--- src/rtl/dihed_pkg.sv ---
// Shared types, widths and constants for the dihedral angle unit.
// No dependencies; every other file imports this package.
package dihed_pkg;

	// Field widths
	localparam int CW = 16;        // far/near component width
	localparam int AW = 16;        // axis component width
	localparam int AXIS_ONE = 16384;

	// Intermediate widths
	localparam int PW   = CW + AW;          // component product
	localparam int XAW  = CW + AW + 1;      // cross component with axis
	localparam int FNPW = 2 * CW;           // far-near product
	localparam int CXW  = 2 * CW + 1;       // far x near component
	localparam int DFW  = CW + AW + 2;      // dot product with axis
	localparam int FNW  = 2 * CW + 2;       // far . near
	localparam int SPW  = CXW + AW;         // (f x n)_k * a_k
	localparam int DDW  = 2 * DFW;          // df * dn
	localparam int WIDE = 2 * CW + 2 * AW + 5;

	// Arctangent datapath
	localparam int LIM_BITS = 40;           // operands scaled below 2^40
	localparam int KW = $clog2(WIDE - LIM_BITS + 1);
	localparam int XW = LIM_BITS + 3;
	localparam int ZW = 25;
	localparam int TW = 24;
	localparam int MAX_ITER = 24;

	localparam logic signed [ZW-1:0] DEG90_Z = ZW'(90 * 65536);
	localparam logic [TW-1:0] DEG90_T  = TW'(90 * 65536);
	localparam logic [TW-1:0] DEG180_T = TW'(180 * 65536);
	localparam logic [15:0] ANG_MAX = 16'd23040;
	localparam logic [TW:0] ROUND_HALF = (TW+1)'(256);

	// Cyclic index partners for cross products
	localparam int K1 [3] = '{1, 2, 0};
	localparam int K2 [3] = '{2, 0, 1};

	typedef struct packed {
		logic signed [AW-1:0] axis_x;
		logic signed [AW-1:0] axis_y;
		logic signed [AW-1:0] axis_z;
		logic signed [CW-1:0] far_x;
		logic signed [CW-1:0] far_y;
		logic signed [CW-1:0] far_z;
		logic signed [CW-1:0] near_x;
		logic signed [CW-1:0] near_y;
		logic signed [CW-1:0] near_z;
	} item_t;

	typedef struct packed {
		logic signed [15:0] angle_deg;
		logic               degenerate;
	} result_t;

	typedef struct packed {
		logic degenerate;
		logic sn_zero;
		logic sn_pos;
		logic cs_zero;
		logic cs_neg;
	} flags_t;

	// atan(2^-i) in units of 2^-16 degree
	function automatic logic signed [ZW-1:0] atan_deg16(input int idx);
		logic signed [ZW-1:0] v;
		unique case (idx)
			0:  v = ZW'(2949120);
			1:  v = ZW'(1740967);
			2:  v = ZW'(919879);
			3:  v = ZW'(466945);
			4:  v = ZW'(234379);
			5:  v = ZW'(117304);
			6:  v = ZW'(58666);
			7:  v = ZW'(29335);
			8:  v = ZW'(14668);
			9:  v = ZW'(7334);
			10: v = ZW'(3667);
			11: v = ZW'(1833);
			12: v = ZW'(917);
			13: v = ZW'(458);
			14: v = ZW'(229);
			15: v = ZW'(115);
			16: v = ZW'(57);
			17: v = ZW'(29);
			18: v = ZW'(14);
			19: v = ZW'(7);
			20: v = ZW'(4);
			21: v = ZW'(2);
			22: v = ZW'(1);
			default: v = '0;
		endcase
		return v;
	endfunction

endpackage

--- src/rtl/dihed_back.sv ---
// Quadrant correction, special cases, rounding and the output register.
// Depends on dihed_pkg.
module dihed_back (
	input  logic                            clk,
	input  logic                            arst_n,
	input  logic                            up_valid,
	output logic                            up_ready,
	input  logic signed [dihed_pkg::ZW-1:0] up_z,
	input  dihed_pkg::flags_t               up_flags,
	output logic                            dn_valid,
	input  logic                            dn_ready,
	output dihed_pkg::result_t              dn_data
);
	import dihed_pkg::*;

	logic            vld_q;
	logic            adv;
	logic [TW-1:0]   z_c, th_base, th;
	logic [TW:0]     rsum;
	logic [15:0]     r_raw, r_c;
	result_t         res;
	result_t         res_q;

	assign adv = ~vld_q | dn_ready;

	always_comb begin
		if (up_z[ZW-1]) begin
			z_c = '0;
		end else if (up_z > DEG90_Z) begin
			z_c = DEG90_T;
		end else begin
			z_c = up_z[TW-1:0];
		end
		if (up_flags.sn_zero) begin
			th_base = '0;
		end else if (up_flags.cs_zero) begin
			th_base = DEG90_T;
		end else begin
			th_base = z_c;
		end
		th = up_flags.cs_neg ? DEG180_T - th_base : th_base;
		rsum = (TW+1)'(th) + ROUND_HALF;
		r_raw = 16'(rsum >> 9);
		r_c = (r_raw > ANG_MAX) ? ANG_MAX : r_raw;
		res.degenerate = up_flags.degenerate;
		if (up_flags.degenerate) begin
			res.angle_deg = '0;
		end else if (up_flags.sn_pos) begin
			res.angle_deg = -$signed(r_c);
		end else begin
			res.angle_deg = $signed(r_c);
		end
	end

	always_ff @(posedge clk or negedge arst_n) begin
		if (!arst_n) begin
			vld_q <= 1'b0;
		end else if (adv) begin
			vld_q <= up_valid;
		end
	end

	always_ff @(posedge clk) begin
		if (adv) begin
			res_q <= res;
		end
	end

	assign up_ready = adv;
	assign dn_valid = vld_q;
	assign dn_data = res_q;

endmodule

--- config.mk ---
export PLATFORM = sky130hd
export DESIGN_NAME = dihed_back
export DESIGN_NICKNAME = d
export VERILOG_FILES = /design/src/rtl/dihed_pkg.sv /design/src/rtl/dihed_back.sv
export SDC_FILE = /design/constraint.sdc
export NUM_CORES = 1
export LEC_CHECK = 0
export BUFFER_PORTS_ARGS = -buffer_cell sky130_fd_sc_hd__buf_2
export CAP_MARGIN = 20
export CORE_MARGIN = 5
export CORE_UTILIZATION = 44
export CTS_CLUSTER_SIZE = 28
export DETAILED_ROUTE_END_ITERATION = 7
export PLACE_DENSITY = 0.7
export SYNTH_ARGS = -nofsm -noshare
export SYNTH_HDL_FRONTEND = slang
export SYNTH_SLANG_ARGS = --single-unit
--- constraint.sdc ---
create_clock -name clk -period 1.2 [get_ports clk]
set_input_delay 0.36 -clock clk [delete_from_list [all_inputs] [get_ports clk]]
set_output_delay 0.36 -clock clk [all_outputs]
set_load 0.005 [all_outputs]
==> results.json <==
{
  "cellLeakagePower_nw": 1.960,
  "slew_viol_final": 0,
  "min_period_ns": 4.472,
  "synth_area_um2": 2703,
  "cts_buffer_depth": 2,
  "grt_pass1_vias": 3650,
  "n_antenna_cell": 0,
  "ios": 53,
  "die-height_um": 88.37,
  "multi_input_area_um2": 2200,
  "cts_inserted_buffers": 3,
  "slowest_stage": "or4b_4",
  "place_hpwl_um": 7486,
  "grt_pass1_wl_um": 15830,
  "drv_cap": 0,
  "drc": 0,
  "die_w_um": 88.37,
  "routedWlPerCell_um": 15.88,
  "grt_usage_pct": 24.91,
  "dp.cells": 591,
  "syn_avg_cell_area_um2": 7.834,
  "die_area_um2": 7809,
  "layout.nets": 575,
  "ys_types": 82,
  "ant_nets": 0,
  "cts_tree": "done",
  "worst-setup-path-type": "in2reg",
  "layout_setup_ws_ns": -3.272,
  "irDropWorstVdd_mv": 0.7458,
  "crit_family": "simple AND/OR/NAND/NOR gates",
  "post_dp_cell_area_um2": 4041,
  "portBuffers": 52,
  "grt_overflow": 0,
  "synth_nets": 381,
  "cp_num_buf_inv": 1,
  "drive_above_1_share_pct": 51.30,
  "ys_warn_count": 0,
  "fmax_ghz": 0.2236,
  "fin_tns_setup_ns": -47.69,
  "path_max_fanout": 4,
  "first_pass_iters": 5,
  "worstHoldPathType": "in2reg",
  "regArea_um2": 535.5,
  "antenna_found_initial": 0,
  "layout_commonest_cell": "buf_4",
  "globalplace.congestion": 0.9251,
  "fin_worst_skew_ns": 0.004290,
  "p_per_area_nw_per_um2": 559.6,
  "via_count": 3514,
  "htreeDepth": 1,
  "fin_crit_sh_pct": 372.6,
  "arrival_ns": 4.58,
  "critPathCaptureType": "flop",
  "worst_pin_slew_ns": 0.4645,
  "crit_chain": "buf_6 -> or4_4 -> or4_4 -> o21a_4 -> nor2_4 -> ha_4 -> o31ai_4 -> or2_1 -> nand2_1 -> and4bb_2 -> o31a_1 -> or4b_4 -> and2_4 -> nand2_4 -> ha_4 -> a41oi_2 -> a41o_1 -> or3_1 -> a21oi_1",
  "relSlewSlack_pct": 68.75,
  "row_count": 28,
  "synth-async-reset-ratio_pct": 5.556,
  "fin_area_um2": 4423,
  "cts_root_buf": "clkbuf_8",
  "fillers": 453,
  "clock_latency_ns": 0.26,
  "clk_pin_slew_ns": 0.06,
  "synth_edf_count": 17,
  "layout.cells.non_filler": 613,
  "yosys_register_bits": 18,
  "utilization_pct": 74.26,
  "crit_required_ns": 1.31,
  "design.core.area_um2": 5956,
  "setup_viol": 17,
  "seq_area_frac_synth_pct": 19.81,
  "cts.sinks": 18,
  "finalPower_w": 0.002475,
  "run_status": "finished with violations",
  "hold_viol_final": 0,
  "cpPeakStageDelay_ns": 0.53,
  "vias_per_cell": 5.732,
  "initial_core_util_pct": 45.38,
  "synth_cells": 345,
  "grt_max_degree": 16,
  "synthFlopType": "edfxtp_1",
  "wl_um": 9734,
  "final_cell_mix": "145 x buf_4, 49 x buf_2, 36 x nand2_1",
  "drtIter0Drc": 219,
  "rsz0062_at_grt": "true",
  "violations": "negative setup slack",
  "syn2layout_area_growth_pct": 63.66,
  "start_kind": "primary input"
}
-- per-stage QoR --
| step | worst slack (ns) | hold WS [ns] |
|---|---|---|
| after floorplan | -3.676 | 0.06441 |
| after global placement | -3.496 | 0.1352 |
| after detailed placement | -3.641 | 0.1354 |
| after CTS | -3.226 | 0.2926 |
| after global routing | -3.477 | 0.3040 |
| final | -3.272 | 0.2917 |
-- where the power goes --
group | switching, W | total, W | leakage [nW] | internal, W
combinational | 0.000627 | 0.00126 | 1.74 | 0.000637
clock | 0.000202 | 0.000438 | 0.0228 | 0.000236
sequential | 0.0000146 | 0.000773 | 0.192 | 0.000758
total | 0.000844 | 0.00248 | 1.96 | 0.00163
-- worst paths after layout --
check	slack (ns)	cells after the start	from	end
worst max-delay path	-3.27	19	up_z[3]	dn_data[15]
worst min-delay path	0.29	2	up_valid	dn_valid
worst max register to register	0.05	4	dn_valid	dn_data[16]
worst min register to register	0.95	5	dn_valid	dn_valid
max in group asynchronous	0.72	2	arst_n	dn_valid
min in group asynchronous	0.40	2	arst_n	dn_valid
-- logic make-up (layout without fill, tap and decap cells) --
family | after synthesis | count (layout) | synth area share, %
muxes | 6 | 6 | 2.454
and+or+nand+nor | 175 | 175 | 37.92
AOI/OAI and AO/OA | 88 | 88 | 25.09
adders and majority gates | 2 | 2 | 0.9258
buffers and inverters | 32 | 225 | 5.740
xor gates and xnor gates | 24 | 24 | 8.056
DFF | 18 | 18 | 19.81
-- registers in the layout, indices dropped and copies added (netlist names) --
name      cells
dn_data      17
dn_valid      1
-- layout make-up --
class	count	share of cell area, %
sequential	18	12.11
clock buffer	4	1.018
tap	75	2.122
timing repair buffer	209	33.95
multi-input combinational	295	49.73
inverter	12	1.075
-- routing by layer --
metal	global-route usage [%]	vias up	routed length (um)
met1	26.93	1639	3788
li1	-	1703	-
met5	0	-	0
met3	1.583	31	501
met4	10.16	0	365
met2	49.42	141	5077
-- synthesized netlist by cell type, drive strengths merged, types with 2 or more instances --
| master | instances | share of area (%) |
|---|---|---|
| nand2 | 39 | 5.4 |
| nor2 | 38 | 5.9 |
| edfxtp | 17 | 19 |
| o21ai | 17 | 3.3 |
| a21oi | 16 | 3.1 |
| nand3 | 16 | 3.0 |
| nor3 | 13 | 2.8 |
| inv | 12 | 1.7 |
| xnor2 | 12 | 3.9 |
| xor2 | 12 | 4.2 |
| clkbuf | 11 | 1.6 |
| nand2b | 11 | 2.5 |
| nor4 | 11 | 4.2 |
| nand4 | 9 | 2.6 |
| buf | 8 | 2.2 |
| a31oi | 7 | 1.6 |
| or3 | 7 | 1.7 |
| and3 | 5 | 1.2 |
| o211ai | 5 | 2.1 |
| o21a | 5 | 1.7 |
| or2 | 5 | 1.2 |
| and4 | 4 | 1.3 |
| mux2i | 4 | 1.5 |
| nor4bb | 4 | 1.5 |
| a211oi | 3 | 0.83 |
| a22oi | 3 | 0.83 |
| a32o | 3 | 1.1 |
| a41oi | 3 | 0.97 |
| or4 | 3 | 1.1 |
| a32oi | 2 | 0.65 |
| and2 | 2 | 0.56 |
| ha | 2 | 0.93 |
| mux2 | 2 | 0.97 |
| nand4b | 2 | 0.65 |
| o2111ai | 2 | 0.65 |
| o22ai | 2 | 0.46 |
| o311ai | 2 | 1.3 |
| o31a | 2 | 0.65 |
| o31ai | 2 | 0.74 |
-- timing repair --
| item | 4_1_cts | 5_1_grt |
|---|---|---|
| setup endpoints to repair | 17 | 29 |
| endpoints found under the hold margin | 1 | 0 |
| pin swaps | 13 | 23 |
| gates resized for setup | 31 | 18 |
| setup buffers | 14 | 4 |
| hold buffers | 1 | 0 |
Note: power is estimated with default switching activity, not from simulation.
